[src/sv/g711_sample_mixer_core_macros.svh]
// Assertion helpers for the G.711 mixer core.
// Both expect signals named clock and reset in the enclosing scope.
`ifndef G711_SAMPLE_MIXER_CORE_MACROS_SVH
`define G711_SAMPLE_MIXER_CORE_MACROS_SVH

`ifndef SYNTHESIS
`define G7MIX_ASSERT_NOW(label, ante, cons) \
   label: assert property (@(posedge clock) disable iff (reset) (ante) |-> (cons)) \
      else $error("g7mix: same-cycle check failed");
`define G7MIX_ASSERT_NEXT(label, ante, cons) \
   label: assert property (@(posedge clock) disable iff (reset) (ante) |=> (cons)) \
      else $error("g7mix: next-cycle check failed");
`else
`define G7MIX_ASSERT_NOW(label, ante, cons)
`define G7MIX_ASSERT_NEXT(label, ante, cons)
`endif

`endif

[src/sv/g7mix_pkg.sv]
package g7mix_pkg;

   // companding law codes (out_format)
   localparam logic [1:0] FMT_ALAW = 2'd0;
   localparam logic [1:0] FMT_ULAW = 2'd1;

   // register indexes (byte address bit 2)
   localparam logic REG_OUT_FORMAT = 1'b0;
   localparam logic REG_SILENCE    = 1'b1;

   localparam logic [1:0] OUT_FORMAT_RST = 2'd0;
   localparam logic [7:0] SILENCE_RST    = 8'd213;

   typedef struct packed {
      logic [1:0] out_format;
      logic [7:0] silence_sample;
   } cfg_type;

endpackage

[src/sv/g7mix_if.sv]
interface g7mix_req_if;
   logic       valid;
   logic       ready;
   logic [7:0] base_sample;
   logic [7:0] other_sample;
   logic       other_present;
   logic       last_in_block;

   modport source (output valid, base_sample, other_sample, other_present, last_in_block,
                   input ready);
   modport sink   (input valid, base_sample, other_sample, other_present, last_in_block,
                   output ready);
endinterface

interface g7mix_rsp_if;
   logic       valid;
   logic       ready;
   logic [7:0] mixed_sample;
   logic       last_out;

   modport source (output valid, mixed_sample, last_out, input ready);
   modport sink   (input valid, mixed_sample, last_out, output ready);
endinterface

[src/sv/g711_sample_mixer_core.sv]
// G.711 sample mixer core.
// Pipeline stages from a req transfer to the rsp result: expand, multiply,
// divide-by-65535, combine, compress, each stage one register.
// Throughput: one sample pair per cycle; a stalled rsp backs up stage by stage.
// Reset (synchronous, active high) empties the pipeline and loads
// out_format = A-law and silence_sample = 0xD5.
`include "g711_sample_mixer_core_macros.svh"

module g711_sample_mixer_core (
   input  logic              clock,
   input  logic              reset,
   g7mix_req_if.sink         req_bus,
   g7mix_rsp_if.source       rsp_bus,
   input  logic              psel,
   input  logic              penable,
   input  logic              pwrite,
   input  logic [2:0]        paddr,
   input  logic [31:0]       pwdata,
   output logic [31:0]       prdata,
   output logic              pready
);

   // |a*b| <= 32256^2, so the quotient never exceeds this
   localparam logic [15:0] QUOT_MAX = 16'd15876;

   // segment end points of the compressors
   localparam logic [13:0] A_SEG_END [8] = '{14'h001F, 14'h003F, 14'h007F, 14'h00FF,
                                             14'h01FF, 14'h03FF, 14'h07FF, 14'h0FFF};
   localparam logic [13:0] U_SEG_END [8] = '{14'h003F, 14'h007F, 14'h00FF, 14'h01FF,
                                             14'h03FF, 14'h07FF, 14'h0FFF, 14'h1FFF};

   // ---------------------------------------------------------------
   // Companding helpers
   // ---------------------------------------------------------------
   function automatic logic signed [15:0] expand_a(input logic [7:0] code);
      logic [7:0]  v;
      logic [2:0]  seg;
      logic [15:0] t;
      v   = code ^ 8'h55;
      seg = v[6:4];
      t   = {8'd0, v[3:0], 4'd0};
      if (seg == 3'd0) begin
         t = t + 16'd8;
      end else if (seg == 3'd1) begin
         t = t + 16'h0108;
      end else begin
         t = (t + 16'h0108) << (seg - 3'd1);
      end
      return v[7] ? $signed(t) : -$signed(t);
   endfunction

   function automatic logic signed [15:0] expand_u(input logic [7:0] code);
      logic [7:0]  v;
      logic [2:0]  seg;
      logic [15:0] t;
      v   = ~code;
      seg = v[6:4];
      t   = ({9'd0, v[3:0], 3'd0} + 16'h0084) << seg;
      return v[7] ? $signed(16'h0084 - t) : $signed(t - 16'h0084);
   endfunction

   function automatic logic [7:0] compress_a(input logic signed [17:0] x);
      logic [14:0] sel;
      logic [13:0] mag;
      logic [3:0]  seg;
      logic [13:0] shifted;
      logic [7:0]  mask;
      logic [7:0]  code;
      // negative side: floor(x/8) negated minus one == (~x) >> 3
      sel  = x[17] ? ~x[17:3] : x[17:3];
      mag  = sel[13:0];
      mask = x[17] ? 8'h55 : 8'hD5;
      seg  = 4'd8;
      for (int s = 7; s >= 0; s--) begin
         if (mag <= A_SEG_END[s]) seg = 4'(s);
      end
      if (seg[3]) begin
         code = 8'h7F;
      end else begin
         shifted = (seg < 4'd2) ? (mag >> 1) : (mag >> seg);
         code    = {1'b0, seg[2:0], shifted[3:0]};
      end
      return code ^ mask;
   endfunction

   function automatic logic [7:0] compress_u(input logic signed [17:0] x);
      logic [18:0] nx;
      logic [16:0] m;
      logic [13:0] mag;
      logic [3:0]  seg;
      logic [13:0] shifted;
      logic [7:0]  mask;
      logic [7:0]  code;
      // negative side: ceil(-x/4)
      nx   = 19'(-{x[17], x}) + 19'd3;
      m    = x[17] ? nx[18:2] : {1'b0, x[17:2]};
      mask = x[17] ? 8'h7F : 8'hFF;
      if (m > 17'd8159) m = 17'd8159;
      mag = m[13:0] + 14'd33;
      seg = 4'd8;
      for (int s = 7; s >= 0; s--) begin
         if (mag <= U_SEG_END[s]) seg = 4'(s);
      end
      if (seg[3]) begin
         code = 8'h7F;
      end else begin
         shifted = mag >> (seg + 4'd1);
         code    = {1'b0, seg[2:0], shifted[3:0]};
      end
      return code ^ mask;
   endfunction

   // ---------------------------------------------------------------
   // Config registers
   // ---------------------------------------------------------------
   g7mix_pkg::cfg_type cfg;

   g7mix_csr u_csr (
      .clock   (clock),
      .reset   (reset),
      .psel    (psel),
      .penable (penable),
      .pwrite  (pwrite),
      .paddr   (paddr),
      .pwdata  (pwdata),
      .prdata  (prdata),
      .pready  (pready),
      .cfg     (cfg)
   );

   // ---------------------------------------------------------------
   // Pipeline control: a stage loads when it is empty or the stage
   // after it loads too. Stage 5 is the output register.
   // ---------------------------------------------------------------
   logic s1_valid_ff, s2_valid_ff, s3_valid_ff, s4_valid_ff, s5_valid_ff;
   logic ld1, ld2, ld3, ld4, ld5;

   assign ld5 = !s5_valid_ff || rsp_bus.ready;
   assign ld4 = !s4_valid_ff || ld5;
   assign ld3 = !s3_valid_ff || ld4;
   assign ld2 = !s2_valid_ff || ld3;
   assign ld1 = !s1_valid_ff || ld2;

   assign req_bus.ready = ld1;

   always_ff @(posedge clock) begin
      if (reset) begin
         s1_valid_ff <= 1'b0;
         s2_valid_ff <= 1'b0;
         s3_valid_ff <= 1'b0;
         s4_valid_ff <= 1'b0;
         s5_valid_ff <= 1'b0;
      end else begin
         if (ld1) s1_valid_ff <= req_bus.valid;
         if (ld2) s2_valid_ff <= s1_valid_ff;
         if (ld3) s3_valid_ff <= s2_valid_ff;
         if (ld4) s4_valid_ff <= s3_valid_ff;
         if (ld5) s5_valid_ff <= s4_valid_ff;
      end
   end

   // sideband that rides with every item: law, base byte, block flag
   logic [1:0] s1_fmt_ff, s2_fmt_ff, s3_fmt_ff, s4_fmt_ff;
   logic [7:0] s1_base_ff, s2_base_ff, s3_base_ff, s4_base_ff;
   logic       s1_last_ff, s2_last_ff, s3_last_ff, s4_last_ff;

   // ---------------------------------------------------------------
   // Stage 1: pick the second byte (or silence), expand both to linear.
   // ---------------------------------------------------------------
   logic [7:0]         other_sel;
   logic signed [15:0] lin_other_in, lin_base_in;
   logic signed [15:0] s1_lin_other_ff, s1_lin_base_ff;

   assign other_sel = req_bus.other_present ? req_bus.other_sample : cfg.silence_sample;

   always_comb begin
      if (cfg.out_format == g7mix_pkg::FMT_ULAW) begin
         lin_other_in = expand_u(other_sel);
         lin_base_in  = expand_u(req_bus.base_sample);
      end else begin
         lin_other_in = expand_a(other_sel);
         lin_base_in  = expand_a(req_bus.base_sample);
      end
   end

   always_ff @(posedge clock) begin
      if (ld1) begin
         s1_lin_other_ff <= lin_other_in;
         s1_lin_base_ff  <= lin_base_in;
         s1_fmt_ff       <= cfg.out_format;
         s1_base_ff      <= req_bus.base_sample;
         s1_last_ff      <= req_bus.last_in_block;
      end
   end

   // ---------------------------------------------------------------
   // Stage 2: product and sum of the two linear values.
   // ---------------------------------------------------------------
   logic signed [31:0] s2_prod_ff;
   logic signed [16:0] s2_sum_ff;

   always_ff @(posedge clock) begin
      if (ld2) begin
         s2_prod_ff <= s1_lin_other_ff * s1_lin_base_ff;
         s2_sum_ff  <= 17'(s1_lin_other_ff) + 17'(s1_lin_base_ff);
         s2_fmt_ff  <= s1_fmt_ff;
         s2_base_ff <= s1_base_ff;
         s2_last_ff <= s1_last_ff;
      end
   end

   // ---------------------------------------------------------------
   // Stage 3: |prod| / 65535 truncated. With n = h*2^16 + l,
   // n = h*65535 + (h + l) and h + l < 2*65535, so one compare fixes it.
   // ---------------------------------------------------------------
   logic [31:0] prod_mag;
   logic [16:0] part_sum;
   logic [15:0] quot_in;
   logic [15:0] s3_quot_ff;
   logic        s3_neg_ff;
   logic signed [16:0] s3_sum_ff;

   assign prod_mag = s2_prod_ff[31] ? 32'(-s2_prod_ff) : 32'(s2_prod_ff);
   assign part_sum = {1'b0, prod_mag[31:16]} + {1'b0, prod_mag[15:0]};
   assign quot_in  = prod_mag[31:16] + {15'd0, (part_sum >= 17'd65535)};

   always_ff @(posedge clock) begin
      if (ld3) begin
         s3_quot_ff <= quot_in;
         s3_neg_ff  <= s2_prod_ff[31];
         s3_sum_ff  <= s2_sum_ff;
         s3_fmt_ff  <= s2_fmt_ff;
         s3_base_ff <= s2_base_ff;
         s3_last_ff <= s2_last_ff;
      end
   end

   // ---------------------------------------------------------------
   // Stage 4: mix = a + b - a*b/65535.
   // ---------------------------------------------------------------
   logic signed [17:0] mix_in;
   logic signed [17:0] s4_mix_ff;

   assign mix_in = s3_neg_ff ? 18'(s3_sum_ff) + $signed({2'b00, s3_quot_ff})
                             : 18'(s3_sum_ff) - $signed({2'b00, s3_quot_ff});

   always_ff @(posedge clock) begin
      if (ld4) begin
         s4_mix_ff  <= mix_in;
         s4_fmt_ff  <= s3_fmt_ff;
         s4_base_ff <= s3_base_ff;
         s4_last_ff <= s3_last_ff;
      end
   end

   // ---------------------------------------------------------------
   // Stage 5: compress back by the same law; other codes pass base.
   // ---------------------------------------------------------------
   logic [7:0] code_in;
   logic [7:0] s5_code_ff;
   logic       s5_last_ff;

   always_comb begin
      unique case (s4_fmt_ff)
         g7mix_pkg::FMT_ALAW: code_in = compress_a(s4_mix_ff);
         g7mix_pkg::FMT_ULAW: code_in = compress_u(s4_mix_ff);
         default:             code_in = s4_base_ff;
      endcase
   end

   always_ff @(posedge clock) begin
      if (ld5) begin
         s5_code_ff <= code_in;
         s5_last_ff <= s4_last_ff;
      end
   end

   assign rsp_bus.valid        = s5_valid_ff;
   assign rsp_bus.mixed_sample = s5_code_ff;
   assign rsp_bus.last_out     = s5_last_ff;

   // ---------------------------------------------------------------
   // Checks
   // ---------------------------------------------------------------
   // an empty output register means the whole chain can move
   `G7MIX_ASSERT_NOW(a_ready_when_out_empty, !s5_valid_ff, req_bus.ready)
   // a transfer lands in stage 1
   `G7MIX_ASSERT_NEXT(a_accept_fills_s1, req_bus.valid && req_bus.ready, s1_valid_ff)
   // an item moving out of stage 4 lands in the output register
   `G7MIX_ASSERT_NEXT(a_s4_moves_to_out, s4_valid_ff && ld5, s5_valid_ff)
   // divider correction never overshoots the product bound
   `G7MIX_ASSERT_NOW(a_quot_range, s3_valid_ff, s3_quot_ff <= QUOT_MAX)

endmodule

[src/sv/g7mix_csr.sv]
module g7mix_csr (
   input  logic                 clock,
   input  logic                 reset,
   input  logic                 psel,
   input  logic                 penable,
   input  logic                 pwrite,
   input  logic [2:0]           paddr,
   input  logic [31:0]          pwdata,
   output logic [31:0]          prdata,
   output logic                 pready,
   output g7mix_pkg::cfg_type   cfg
);

   logic [1:0] format_ff, format_in;
   logic [7:0] silence_ff, silence_in;
   logic       wr_en;

   assign pready = 1'b1;
   assign wr_en  = psel && penable && pwrite;

   always_comb begin
      format_in  = format_ff;
      silence_in = silence_ff;
      if (wr_en) begin
         unique case (paddr[2])
            g7mix_pkg::REG_OUT_FORMAT: format_in  = pwdata[1:0];
            g7mix_pkg::REG_SILENCE:    silence_in = pwdata[7:0];
            default:                   format_in  = format_ff;
         endcase
      end
   end

   always_ff @(posedge clock) begin
      if (reset) begin
         format_ff  <= g7mix_pkg::OUT_FORMAT_RST;
         silence_ff <= g7mix_pkg::SILENCE_RST;
      end else begin
         format_ff  <= format_in;
         silence_ff <= silence_in;
      end
   end

   always_comb begin
      unique case (paddr[2])
         g7mix_pkg::REG_OUT_FORMAT: prdata = {30'd0, format_ff};
         g7mix_pkg::REG_SILENCE:    prdata = {24'd0, silence_ff};
         default:                   prdata = 32'd0;
      endcase
   end

   assign cfg.out_format     = format_ff;
   assign cfg.silence_sample = silence_ff;

endmodule
[src/flat_wrapper.sv]
// flat-port wrapper written by rule: the top's interface ports become plain ports
module g711_sample_mixer_core_flat 
  (clock, reset, psel, penable, pwrite, paddr, pwdata, prdata, pready, req_bus_valid, req_bus_base_sample, req_bus_other_sample, req_bus_other_present, req_bus_last_in_block, req_bus_ready, rsp_bus_valid, rsp_bus_mixed_sample, rsp_bus_last_out, rsp_bus_ready);
  g7mix_req_if req_bus_i ();
  g7mix_rsp_if rsp_bus_i ();
  input  logic clock;
  input  logic reset;
  input  logic psel;
  input  logic penable;
  input  logic pwrite;
  input  logic [2:0] paddr;
  input  logic [31:0] pwdata;
  output logic [31:0] prdata;
  output logic pready;
  input wire logic [$bits(req_bus_i.valid)-1:0] req_bus_valid;
  input wire logic [$bits(req_bus_i.base_sample)-1:0] req_bus_base_sample;
  input wire logic [$bits(req_bus_i.other_sample)-1:0] req_bus_other_sample;
  input wire logic [$bits(req_bus_i.other_present)-1:0] req_bus_other_present;
  input wire logic [$bits(req_bus_i.last_in_block)-1:0] req_bus_last_in_block;
  output wire logic [$bits(req_bus_i.ready)-1:0] req_bus_ready;
  output wire logic [$bits(rsp_bus_i.valid)-1:0] rsp_bus_valid;
  output wire logic [$bits(rsp_bus_i.mixed_sample)-1:0] rsp_bus_mixed_sample;
  output wire logic [$bits(rsp_bus_i.last_out)-1:0] rsp_bus_last_out;
  input wire logic [$bits(rsp_bus_i.ready)-1:0] rsp_bus_ready;
  assign req_bus_i.valid = req_bus_valid;
  assign req_bus_i.base_sample = req_bus_base_sample;
  assign req_bus_i.other_sample = req_bus_other_sample;
  assign req_bus_i.other_present = req_bus_other_present;
  assign req_bus_i.last_in_block = req_bus_last_in_block;
  assign req_bus_ready = req_bus_i.ready;
  assign rsp_bus_valid = rsp_bus_i.valid;
  assign rsp_bus_mixed_sample = rsp_bus_i.mixed_sample;
  assign rsp_bus_last_out = rsp_bus_i.last_out;
  assign rsp_bus_i.ready = rsp_bus_ready;
  g711_sample_mixer_core u_core (.clock(clock), .reset(reset), .req_bus(req_bus_i), .rsp_bus(rsp_bus_i), .psel(psel), .penable(penable), .pwrite(pwrite), .paddr(paddr), .pwdata(pwdata), .prdata(prdata), .pready(pready));
endmodule
[config.mk]
export PLATFORM = sky130hd
export DESIGN_NAME = g711_sample_mixer_core_flat
export DESIGN_NICKNAME = d
export VERILOG_FILES = /design/src/sv/g7mix_pkg.sv /design/src/sv/g7mix_if.sv /design/src/sv/g711_sample_mixer_core.sv /design/src/sv/g7mix_csr.sv /design/src/flat_wrapper.sv
export VERILOG_INCLUDE_DIRS = /design/src /design/src/sv
export SDC_FILE = /design/constraint.sdc
export NUM_CORES = 1
export LEC_CHECK = 0
export BUFFER_PORTS_ARGS = -buffer_cell sky130_fd_sc_hd__buf_2
export CAP_MARGIN = 20
export CORE_MARGIN = 4
export CORE_UTILIZATION = 50
export CTS_CLUSTER_SIZE = 16
export DETAILED_ROUTE_END_ITERATION = 7
export PLACE_DENSITY = 0.67
export SETUP_SLACK_MARGIN = 0.4
export SKIP_LAST_GASP = 1
export SYNTH_ARGS = -nofsm -noshare
export SYNTH_HDL_FRONTEND = slang
export SYNTH_SLANG_ARGS = --single-unit
export TNS_END_PERCENT = 5
[constraint.sdc]
create_clock -name clock -period 14.2 [get_ports clock]
set_input_delay 4.26 -clock clock [delete_from_list [all_inputs] [get_ports clock]]
set_output_delay 4.26 -clock clock [all_outputs]
set_load 0.1 [all_outputs]
## Word level (Yosys, flattened, before mapping)

Cells that the tools add are included.

- Register bits after elaboration: 201
- Bits of input ports: 60
- Output and inout port bits: 44
- Logic and storage cells: 154

- Add/sub/neg operators: 24
- $mul: 1
- Magnitude comparators: 19
- Eq/ne operators: 4
- Shift operators: 6
- Muxes and demuxes: 46
- Bitwise logic cells: 8
- Reduce and logical (&&, ||, !) cells: 17

Operators by type and width:

| kind | count |
|---|---|
| 2-to-1 mux 16 bit | 12 |
| 2-to-1 mux 4 bit | 19 |
| case mux 32 bit (2 select lines) | 1 |
| left shift 16 x 3 -> 16 bit | 4 |
| 2-to-1 mux 14 bit | 3 |
| 2-to-1 mux 8 bit | 5 |
| adder 16 x 16 -> 17 bit | 2 |
| multiplier 16 x 16 -> 32 bit | 1 |
| 2-to-1 mux 32 bit | 1 |
| negation 16 bit | 2 |
| negation 32 bit | 1 |
| subtractor 16 x 8 -> 16 bit (second input constant) | 2 |
| subtractor 8 x 16 -> 16 bit (first input constant) | 2 |
| less-or-equal comparator 14 x 10 -> 1 bit (second input constant) | 2 |
| less-or-equal comparator 14 x 11 -> 1 bit (second input constant) | 2 |
| less-or-equal comparator 14 x 12 -> 1 bit (second input constant) | 2 |
| less-or-equal comparator 14 x 6 -> 1 bit (second input constant) | 2 |
| less-or-equal comparator 14 x 7 -> 1 bit (second input constant) | 2 |
| less-or-equal comparator 14 x 8 -> 1 bit (second input constant) | 2 |
| less-or-equal comparator 14 x 9 -> 1 bit (second input constant) | 2 |
| right shift 14 x 4 -> 4 bit | 2 |
| adder 8 x 9 -> 10 bit (second input constant) | 2 |
| adder 19 x 2 -> 19 bit (second input constant) | 1 |
| negation 19 bit | 1 |
| 30 further kinds | 50 |

## Logic depth before layout (Yosys ltp)

Gate-level depths: netlist of run 1.

- Depth after elaboration: 23
- Depth in mapped cells: 30
- Mapped depth without buffers: 25

## Modules after synthesis

Synthesis of run 1 repeated with hierarchy kept, for this count alone.

- Cells, all modules: 2236
- Area total of the unflattened synthesis: 21110.2 um^2

Modules (own cells, without submodules):

| module | times used | cells an instance | area an instance (um^2) | seq. area each (um^2) |
|---|---|---|---|---|
| g711_sample_mixer_core | 1 | 2156 | 20390.8 | 5265.0 |
| g7mix_csr | 1 | 80 | 719.4 | 200.2 |

## Worst setup path after synthesis of run 1

Ideal clock, no wire load.

- Kind: in2out
- Start point: input rsp_bus_ready
- End point: output req_bus_ready
- Arrival: 6.348 ns
- Data required time: 9.940 ns
- Setup slack: 3.592 ns
- Stages on the path: 3
- Buffers on the path: 0
- Path through: nor2b_1 -> and3_1 -> nand3_1

- Word-level cells in the longest chain between the ends: 5

Ends and longest elaborated chain:

| item | RTL line | text |
|---|---|---|
| start, declared | flat_wrapper.sv:24 | `input wire logic [$bits(rsp_bus_i.ready)-1:0] rsp_bus_ready;` |
| logical OR 1 bit | g711_sample_mixer_core.sv:138 | `assign ld5 = !s5_valid_ff \|\| rsp_bus.ready;` |
| logical OR 1 bit | g711_sample_mixer_core.sv:139 | `assign ld4 = !s4_valid_ff \|\| ld5;` |
| logical OR 1 bit | g711_sample_mixer_core.sv:140 | `assign ld3 = !s3_valid_ff \|\| ld4;` |
| logical OR 1 bit | g711_sample_mixer_core.sv:141 | `assign ld2 = !s2_valid_ff \|\| ld3;` |
| logical OR 1 bit | g711_sample_mixer_core.sv:142 | `assign ld1 = !s1_valid_ff \|\| ld2;` |
| end, declared | flat_wrapper.sv:20 | `output wire logic [$bits(req_bus_i.ready)-1:0] req_bus_ready;` |

Every way passes these cells.

## Final worst setup path of run 1

Ends and elaborated chain as after synthesis.

==> impl_metrics.prom, run 1 <==
# TYPE chip_impl_metric gauge
chip_impl_metric{name="design.core.area",unit="sq um"} 43000
chip_impl_metric{name="number_of_enable_flip_flop_cells_after_synthesis",unit=""} 172
chip_impl_metric{name="dieWidth",unit="um"} 216
chip_impl_metric{name="clkTransAtPathRegs",unit="ns"} 0.09
chip_impl_metric{name="cts_buffers",unit=""} 17
chip_impl_metric{name="cp_data_arrival_time",unit="ns"} 5.75
chip_impl_metric{name="aggregate_negative_setup_slack",unit="ns"} 0
chip_impl_metric{name="slew_violations",unit=""} 0
chip_impl_metric{name="clock-skew-final",unit="ns"} 0.0150
chip_impl_metric{name="port_buffers",unit=""} 52
chip_impl_metric{name="detailed_routed_wire_length_on_met3",unit="um"} 1920
chip_impl_info{name="synth_area_leader_cell",value="sky130_fd_sc_hd__edfxtp_1"} 1
chip_impl_metric{name="dpl.hpwl",unit="um"} 38100
chip_impl_metric{name="post-place-ws",unit="ns"} 4.16
chip_impl_metric{name="sequential_share_of_the_synthesized_area",unit=""} 0.252
chip_impl_info{name="cpMostUsedCell",value="sky130_fd_sc_hd__buf_2"} 1
chip_impl_info{name="end_kind",value="primary output"} 1
chip_impl_metric{name="cts_resized",unit=""} 0
chip_impl_metric{name="cts.sinks",unit=""} 187
chip_impl_metric{name="antenna_found_initial",unit=""} 0
chip_impl_metric{name="final_layout_size_suffix_gt1_frac",unit=""} 0.0690
chip_impl_metric{name="routability_driven_placement_congestion_ratio",unit=""} 0.866
chip_impl_metric{name="routed_wirelength",unit="um"} 48200
chip_impl_metric{name="wl_met2",unit="um"} 25000
chip_impl_info{name="min_path_type",value="reg2reg"} 1
chip_impl_metric{name="cts.path.max_buffers",unit=""} 2
chip_impl_metric{name="timing_limited_maximum_frequency",unit="MHz"} 99.9
chip_impl_metric{name="routedWlPerCell",unit="um"} 16.6
chip_impl_metric{name="netlist.area_leader.share",unit=""} 0.238
chip_impl_metric{name="finalNetCount",unit=""} 2721
chip_impl_info{name="crit_path_cell_chain",value="buf_2 > nor2b_1 > and3_1 > nand3_2 > buf_4 > buf_2"} 1
chip_impl_metric{name="antennaDiodeCount",unit=""} 0
chip_impl_info{name="setup.worst_path.class",value="in2out"} 1
chip_impl_metric{name="dp_cells",unit=""} 2872
chip_impl_metric{name="min_delay_path_depth",unit=""} 0
chip_impl_metric{name="finalHoldWorstSlack",unit="ns"} 0.412
chip_impl_metric{name="synth_cell_type_count",unit=""} 101
chip_impl_metric{name="synth_cells",unit=""} 2327
chip_impl_metric{name="first_pass_grt_wire_length",unit="um"} 80600
chip_impl_metric{name="drtIter0Drc",unit=""} 1376
chip_impl_metric{name="groute.usage.overall",unit=""} 0.209
chip_impl_info{name="outcome",value="finished, final reports clean"} 1
chip_impl_metric{name="critical_path.max_stage_delay",unit="ns"} 0.53
chip_impl_metric{name="yosys_warnings",unit=""} 0
chip_impl_metric{name="area_delta_synth_final",unit="%"} 5.70
chip_impl_metric{name="fin_crit",unit="ns"} 10.01
chip_impl_metric{name="cap_viol_max_count",unit=""} 0
chip_impl_info{name="cts_root_buffer",value="sky130_fd_sc_hd__clkbuf_16"} 1
chip_impl_metric{name="maximum_number_of_pins_on_one_net_before_global_route_repair",unit=""} 55
chip_impl_metric{name="syn_area",unit="sq um"} 21700
chip_impl_metric{name="timing.final.setup_violations",unit=""} 0
chip_impl_metric{name="drcViolationCount",unit=""} 0
chip_impl_info{name="rsz0062_at_grt",value="false"} 1
chip_impl_metric{name="clock_latency",unit="ns"} 0.45
chip_impl_info{name="cpMaxStageDelayCell",value="sky130_fd_sc_hd__buf_2"} 1
chip_impl_metric{name="cp.buffers_inverters",unit=""} 3
chip_impl_info{name="highest-signal-layer",value="met4"} 1
chip_impl_info{name="synth_most_common_cell",value="sky130_fd_sc_hd__inv_1"} 1
chip_impl_metric{name="worst_margin_slew",unit="ns"} 0.958
chip_impl_metric{name="post_synthesis_register_bit_count",unit=""} 187
chip_impl_metric{name="final_critical_path_setup_slack",unit="ns"} 4.19
chip_impl_info{name="clock_tree_from_tritoncts",value="built"} 1
chip_impl_metric{name="grt_pass1_vias",unit=""} 16400
chip_impl_metric{name="critical_path.max_fanout",unit=""} 41
chip_impl_info{name="synth_top_flop_cell",value="sky130_fd_sc_hd__edfxtp_1"} 1
chip_impl_metric{name="worstPathRequired",unit="ns"} 9.94
chip_impl_metric{name="syn_avg_cell_area",unit="sq um"} 9.34
chip_impl_metric{name="grt-ovfl-total",unit=""} 0
chip_impl_info{name="synth_top_cells_by_count",value="sky130_fd_sc_hd__inv_1 (260), sky130_fd_sc_hd__nand2_1 (209), sky130_fd_sc_hd__fa_1 (200)"} 1
chip_impl_metric{name="hold_violations",unit=""} 0
chip_impl_metric{name="via_per_inst",unit=""} 5.61
chip_impl_metric{name="start_util",unit=""} 0.505
chip_impl_metric{name="relSlewSlack",unit=""} 0.361
chip_impl_info{name="synthTopCellsByArea",value="sky130_fd_sc_hd__edfxtp_1 (24%), sky130_fd_sc_hd__fa_1 (18%), sky130_fd_sc_hd__ha_1 (8.9%)"} 1
chip_impl_metric{name="cts-htree-levels",unit=""} 4
chip_impl_metric{name="layoutNonFillerInstCount",unit=""} 2905
chip_impl_metric{name="die_area",unit="sq um"} 46800
chip_impl_metric{name="postSynth.asyncResetShare",unit=""} 0
chip_impl_metric{name="firstDrtPassIters",unit=""} 7
chip_impl_metric{name="ant_nets",unit=""} 0
chip_impl_metric{name="die_y",unit="um"} 216
chip_impl_metric{name="ctsHoldBuffers",unit=""} 0
chip_impl_metric{name="vias",unit=""} 16300
chip_impl_metric{name="placementRows",unit=""} 76
chip_impl_metric{name="cts_setup_buffers",unit=""} 0
chip_impl_metric{name="final_min_period_over_clock_period",unit=""} 0.705
chip_impl_metric{name="ff2ff_path_depth",unit=""} 21
chip_impl_metric{name="worstSetupPathDepth",unit=""} 6
chip_impl_info{name="startpoint_type",value="primary input"} 1
chip_impl_info{name="cpLargestDelayFamily",value="buffers and inverters"} 1
chip_impl_metric{name="pin_count",unit=""} 104
chip_impl_metric{name="wl_met1",unit="um"} 20300
-- registers in the layout, summed over array words and instances (netlist names), 2 cells and up --
name,flops
u_core.s1_base_ff,8
u_core.s3_fmt_ff,2
u_core.s1_fmt_ff,2
u_core.s4_mix_ff,16
u_core.s2_base_ff,8
u_core.u_csr.format_ff,2
u_core.s4_fmt_ff,2
u_core.s1_lin_other_ff,14
u_core.s1_lin_base_ff,14
u_core.u_csr.silence_ff,8
u_core.s2_fmt_ff,2
u_core.s4_base_ff,8
u_core.s2_sum_ff,15
u_core.s3_quot_ff,16
u_core.rsp_bus.mixed_sample,8
u_core.s3_sum_ff,15
u_core.s3_base_ff,8
u_core.s2_prod_ff,28
-- path summary, 6_finish.rpt --
| kind | start | to | slack, ns |
|---|---|---|---|
| worst max-delay path | rsp_bus_ready | req_bus_ready | 4.19 |
| worst max register to register | u_core.s4_mix_ff[2] | u_core.rsp_bus.mixed_sample[2] | 6.79 |
| worst min register to register | u_core.s2_base_ff[4] | u_core.s3_base_ff[4] | 0.41 |
| worst min-delay path | u_core.s2_base_ff[4] | u_core.s3_base_ff[4] | 0.41 |
-- stage by stage --
step,area (sq um),utilization
6_report,23000,0.534
3_3_place_gp,22300,0.518
5_1_grt,23000,0.534
2_1_floorplan,21800,-
3_5_place_dp,22300,0.518
4_1_cts,22900,0.534
-- kinds of logic (layout without fill, tap and decap cells) --
| family | after synthesis | after routing | synth area share |
|---|---|---|---|
| AOI/OAI and AO/OA | 446 | 446 | 0.136 |
| and+or+nand+nor | 720 | 720 | 0.166 |
| adders and majority gates | 354 | 354 | 0.273 |
| muxes | 56 | 56 | 0.0275 |
| DFF | 187 | 187 | 0.252 |
| other | 2 | 25 | 0.000346 |
| buffers and inverters | 386 | 356 | 0.0731 |
| xor gates and xnor gates | 176 | 176 | 0.0725 |
-- cell usage in the layout (no fill, tap or decap), types with 8 or more instances in the layout --
cell type,Yosys,layout
sky130_fd_sc_hd__nor2_1,159,159
sky130_fd_sc_hd__buf_4,25,9
sky130_fd_sc_hd__nor4_1,13,13
sky130_fd_sc_hd__xor2_1,52,52
sky130_fd_sc_hd__a211oi_1,11,11
sky130_fd_sc_hd__inv_1,260,260
sky130_fd_sc_hd__xnor2_1,121,121
sky130_fd_sc_hd__a21oi_1,144,144
sky130_fd_sc_hd__mux2_2,19,19
sky130_fd_sc_hd__nand4_1,12,12
sky130_fd_sc_hd__buf_2,6,52
sky130_fd_sc_hd__dfxtp_1,15,15
sky130_fd_sc_hd__ha_1,154,154
sky130_fd_sc_hd__nor3b_1,8,8
sky130_fd_sc_hd__a31oi_1,13,13
sky130_fd_sc_hd__conb_1,2,25
sky130_fd_sc_hd__o22ai_1,9,9
sky130_fd_sc_hd__a21o_1,18,18
sky130_fd_sc_hd__o21a_1,13,13
sky130_fd_sc_hd__fa_1,200,200
sky130_fd_sc_hd__nor2b_1,22,22
sky130_fd_sc_hd__and2_1,109,109
sky130_fd_sc_hd__or2_2,10,10
sky130_fd_sc_hd__o31ai_1,15,15
sky130_fd_sc_hd__nand2_1,209,208
sky130_fd_sc_hd__mux2i_1,36,36
sky130_fd_sc_hd__o211ai_1,19,19
sky130_fd_sc_hd__nand3b_1,10,10
sky130_fd_sc_hd__nand2b_1,36,35
sky130_fd_sc_hd__o21ai_0,96,96
sky130_fd_sc_hd__edfxtp_1,172,172
sky130_fd_sc_hd__nor3_1,48,48
sky130_fd_sc_hd__o21bai_1,16,16
sky130_fd_sc_hd__or3_1,15,15
sky130_fd_sc_hd__and3_1,18,18
sky130_fd_sc_hd__clkbuf_16,0,17
sky130_fd_sc_hd__nand3_1,23,22
-- cell type report --
class	count	area, sq um
multi-input cells	1777	14800
fillers	3943	20000
clock inverters	15	233
well taps	585	732
inverters	262	983
clock buffers	17	425
flip-flops and latches	187	5470
repair buffers	62	355
-- metal layers --
metal	up-vias	GRT usage
met1	8027	0.264
met4	0	0.0587
met3	71	0.0220
met2	375	0.380
met5	-	0
li1	7824	-
-- worst register-to-register path: cells and delay by family, from the launching register on --
family                     cells  cell delay, ns
AOI/OAI and AO/OA              9            2.66
and+or+nand+nor                6            2.08
adders and majority gates      3            1.30
DFF                            1            0.54
xor gates and xnor gates       1            0.36
buffers and inverters          2            0.24
Power of run 1 is not shown: default switching activity piles up to over one toggle a cycle in this logic, so the estimate is an artifact.
==> inputs of run 2 (changes only) <==
ABC_AREA = 1   (was not set)
PLACE_DENSITY = 0.7   (was 0.67)
clock period = 9.1 ns   (was 14.2 ns; I/O delays follow)
==> impl_metrics.prom, run 2 <==
# TYPE chip_impl_metric gauge
chip_impl_info{name="synth_most_common_cell",value="sky130_fd_sc_hd__inv_1"} 1
chip_impl_metric{name="post_synthesis_register_bit_count",unit=""} 187
chip_impl_metric{name="hold_violations",unit=""} 0
chip_impl_metric{name="clock-skew-final",unit="ns"} 0.0118
chip_impl_metric{name="postSynth.asyncResetShare",unit=""} 0
chip_impl_metric{name="yosys_warnings",unit=""} 0
chip_impl_metric{name="ctsHoldBuffers",unit=""} 0
chip_impl_info{name="outcome",value="finished, final reports clean"} 1
chip_impl_metric{name="synth_compound_gate_area_share",unit=""} 0.0909
chip_impl_metric{name="ant_nets",unit=""} 0
chip_impl_metric{name="syn_area",unit="sq um"} 21300
chip_impl_info{name="synthTopCellsByArea",value="sky130_fd_sc_hd__edfxtp_1 (24%), sky130_fd_sc_hd__fa_1 (19%), sky130_fd_sc_hd__inv_1 (9.7%)"} 1
chip_impl_metric{name="via_per_inst",unit=""} 5.25
chip_impl_metric{name="antenna_found_initial",unit=""} 0
chip_impl_metric{name="synth-xor-area-share",unit=""} 0.0526
chip_impl_metric{name="sequential_share_of_the_synthesized_area",unit=""} 0.257
chip_impl_metric{name="synth_adder_area_share",unit=""} 0.278
chip_impl_metric{name="die_area",unit="sq um"} 46000
chip_impl_metric{name="routed_wirelength",unit="um"} 46900
chip_impl_metric{name="clkTransAtPathRegs",unit="ns"} 0.08
chip_impl_metric{name="slew_violations",unit=""} 0
chip_impl_metric{name="cap_viol_max_count",unit=""} 0
chip_impl_info{name="synth_top_flop_cell",value="sky130_fd_sc_hd__edfxtp_1"} 1
chip_impl_info{name="synth_area_leader_cell",value="sky130_fd_sc_hd__edfxtp_1"} 1
chip_impl_metric{name="synth_cells",unit=""} 2638
chip_impl_metric{name="worst_margin_slew",unit="ns"} 0.946
chip_impl_metric{name="critical_path.max_fanout",unit=""} 5
chip_impl_metric{name="fin_crit",unit="ns"} 7.21
chip_impl_metric{name="vias",unit=""} 16800
chip_impl_info{name="synth_top_cells_by_count",value="sky130_fd_sc_hd__inv_1 (552), sky130_fd_sc_hd__nand2_1 (523), sky130_fd_sc_hd__nor2_1 (206)"} 1
chip_impl_metric{name="timing.final.setup_violations",unit=""} 0
chip_impl_metric{name="relSlewSlack",unit=""} 0.369
chip_impl_metric{name="routedWlPerCell",unit="um"} 14.7
chip_impl_metric{name="area_delta_synth_final",unit="%"} 5.62
chip_impl_metric{name="routability_driven_placement_congestion_ratio",unit=""} 0.920
chip_impl_metric{name="cp_data_arrival_time",unit="ns"} 7.40
chip_impl_metric{name="start_util",unit=""} 0.507
chip_impl_metric{name="grt-ovfl-total",unit=""} 0
chip_impl_metric{name="first_pass_grt_wire_length",unit="um"} 80600
chip_impl_metric{name="groute.usage.overall",unit=""} 0.211
chip_impl_metric{name="number_of_enable_flip_flop_cells_after_synthesis",unit=""} 172
chip_impl_metric{name="timing_limited_maximum_frequency",unit="MHz"} 139
chip_impl_metric{name="yosys-mux-area-fraction",unit=""} 0.000940
chip_impl_metric{name="cts_resized",unit=""} 0
chip_impl_metric{name="dpl.hpwl",unit="um"} 37700
chip_impl_metric{name="worstPathRequired",unit="ns"} 9.28
chip_impl_metric{name="pin_count",unit=""} 104
chip_impl_info{name="min_path_type",value="reg2reg"} 1
chip_impl_metric{name="die_y",unit="um"} 214
chip_impl_info{name="cpMaxStageDelayCell",value="sky130_fd_sc_hd__xor2_1"} 1
chip_impl_metric{name="synth_simple_gate_area_frac",unit=""} 0.197
chip_impl_metric{name="aggregate_negative_setup_slack",unit="ns"} 0
chip_impl_metric{name="design.core.area",unit="sq um"} 42000
chip_impl_info{name="startpoint_type",value="register"} 1
chip_impl_info{name="layout.cells.most_common_list",value="sky130_fd_sc_hd__inv_1 (551), sky130_fd_sc_hd__nand2_1 (522), sky130_fd_sc_hd__nor2_1 (206)"} 1
chip_impl_metric{name="port_buffers",unit=""} 52
chip_impl_info{name="cts_root_buffer",value="sky130_fd_sc_hd__clkbuf_16"} 1
chip_impl_metric{name="maximum_number_of_pins_on_one_net_before_global_route_repair",unit=""} 55
chip_impl_metric{name="clock_latency",unit="ns"} 0.45
chip_impl_metric{name="cts.path.max_buffers",unit=""} 2
chip_impl_metric{name="placementRows",unit=""} 75
chip_impl_metric{name="syn_avg_cell_area",unit="sq um"} 8.07
chip_impl_metric{name="final_layout_size_suffix_gt1_frac",unit=""} 0.0639
chip_impl_info{name="setup.worst_path.class",value="reg2reg"} 1
chip_impl_metric{name="finalNetCount",unit=""} 3062
chip_impl_metric{name="cts_setup_buffers",unit=""} 0
chip_impl_metric{name="cts_buffers",unit=""} 17
chip_impl_info{name="end_kind",value="register"} 1
chip_impl_metric{name="largest_register_ffs",unit=""} 28
chip_impl_info{name="largest_family_of_logic_cells_by_synthesized_area",value="adder cells"} 1
chip_impl_metric{name="drcViolationCount",unit=""} 0
chip_impl_info{name="rsz0062_at_grt",value="false"} 1
chip_impl_metric{name="antennaDiodeCount",unit=""} 0
chip_impl_info{name="mostFrequentLayoutCell",value="sky130_fd_sc_hd__inv_1"} 1
chip_impl_metric{name="grt_pass1_vias",unit=""} 17100
chip_impl_metric{name="netlist.area_leader.share",unit=""} 0.243
chip_impl_metric{name="synth_cell_type_count",unit=""} 66
chip_impl_info{name="clock_tree_from_tritoncts",value="built"} 1
chip_impl_metric{name="cts-htree-levels",unit=""} 4
chip_impl_info{name="reg_top3",value="u_core.s2_prod_ff (28), u_core.s3_quot_ff (16), u_core.s4_mix_ff (16)"} 1
chip_impl_info{name="largest_register_by_flop_count",value="u_core.s2_prod_ff"} 1
chip_impl_metric{name="final_min_period_over_clock_period",unit=""} 0.793
chip_impl_metric{name="dieWidth",unit="um"} 214
chip_impl_metric{name="firstDrtPassIters",unit=""} 6
chip_impl_metric{name="cts.sinks",unit=""} 187
chip_impl_metric{name="critical_path.max_stage_delay",unit="ns"} 0.56
chip_impl_metric{name="drtIter0Drc",unit=""} 1110
## run 2: final cells by class
class,instances,area (sq um)
flip-flops and latches,187,5470
repair buffers,59,313
well taps,539,674
clock buffers,18,439
clock inverters,14,176
fillers,3938,19500
inverters,565,2120
multi-input cells,1818,13300
## run 2: cells by family after synthesis
group	count (synthesis)
simple gates	968
other cells	2
compound gates	341
fa+ha+maj	354
mux	2
buf+inv	656
flops	187
xor+xnor	128
## run 2: path summary, 6_finish.rpt
check                            start                     to  slack (ns)  cells after the start
hold reg to reg   u_core.s2_sum_ff[15]   u_core.s3_sum_ff[15]        0.42                      0
setup reg to reg  u_core.s2_prod_ff[4]  u_core.s3_quot_ff[14]        1.89                     32
setup / recovery  u_core.s2_prod_ff[4]  u_core.s3_quot_ff[14]        1.89                     32
hold / removal    u_core.s2_sum_ff[15]   u_core.s3_sum_ff[15]        0.42                      0
## run 2: worst max-delay path: cells and delay by family, from the launching register on
kind,cells,cell delay [ns]
DFF,1,0.47
and+or+nand+nor,18,3.37
xor gates and xnor gates,2,0.73
buffers and inverters,2,0.14
AOI/OAI and AO/OA,6,1.34
adders and majority gates,4,0.91
## run 2: through the flow
step	setup slack, ns	std cells	hold slack [ns]	utilization	area [sq um]
2_1_floorplan	0.644	2661	0.400	-	21400
3_3_place_gp	2.08	3168	0.401	0.520	21900
3_5_place_dp	2.00	3168	0.405	0.520	21900
4_1_cts	1.96	3200	0.419	0.535	22500
5_1_grt	1.34	3200	0.421	0.535	22500
6_report	1.89	3200	0.419	0.535	22500
## run 2: routing by layer
| layer | routed length, um | global-route usage | vias up |
|---|---|---|---|
| li1 | - | - | 8280 |
| met1 | 19800 | 0.265 | 8028 |
| met2 | 23500 | 0.374 | 409 |
| met3 | 2160 | 0.0316 | 88 |
| met4 | 1470 | 0.0689 | 0 |
| met5 | 0 | 0 | - |
Power of run 2 is left out for the same reason.
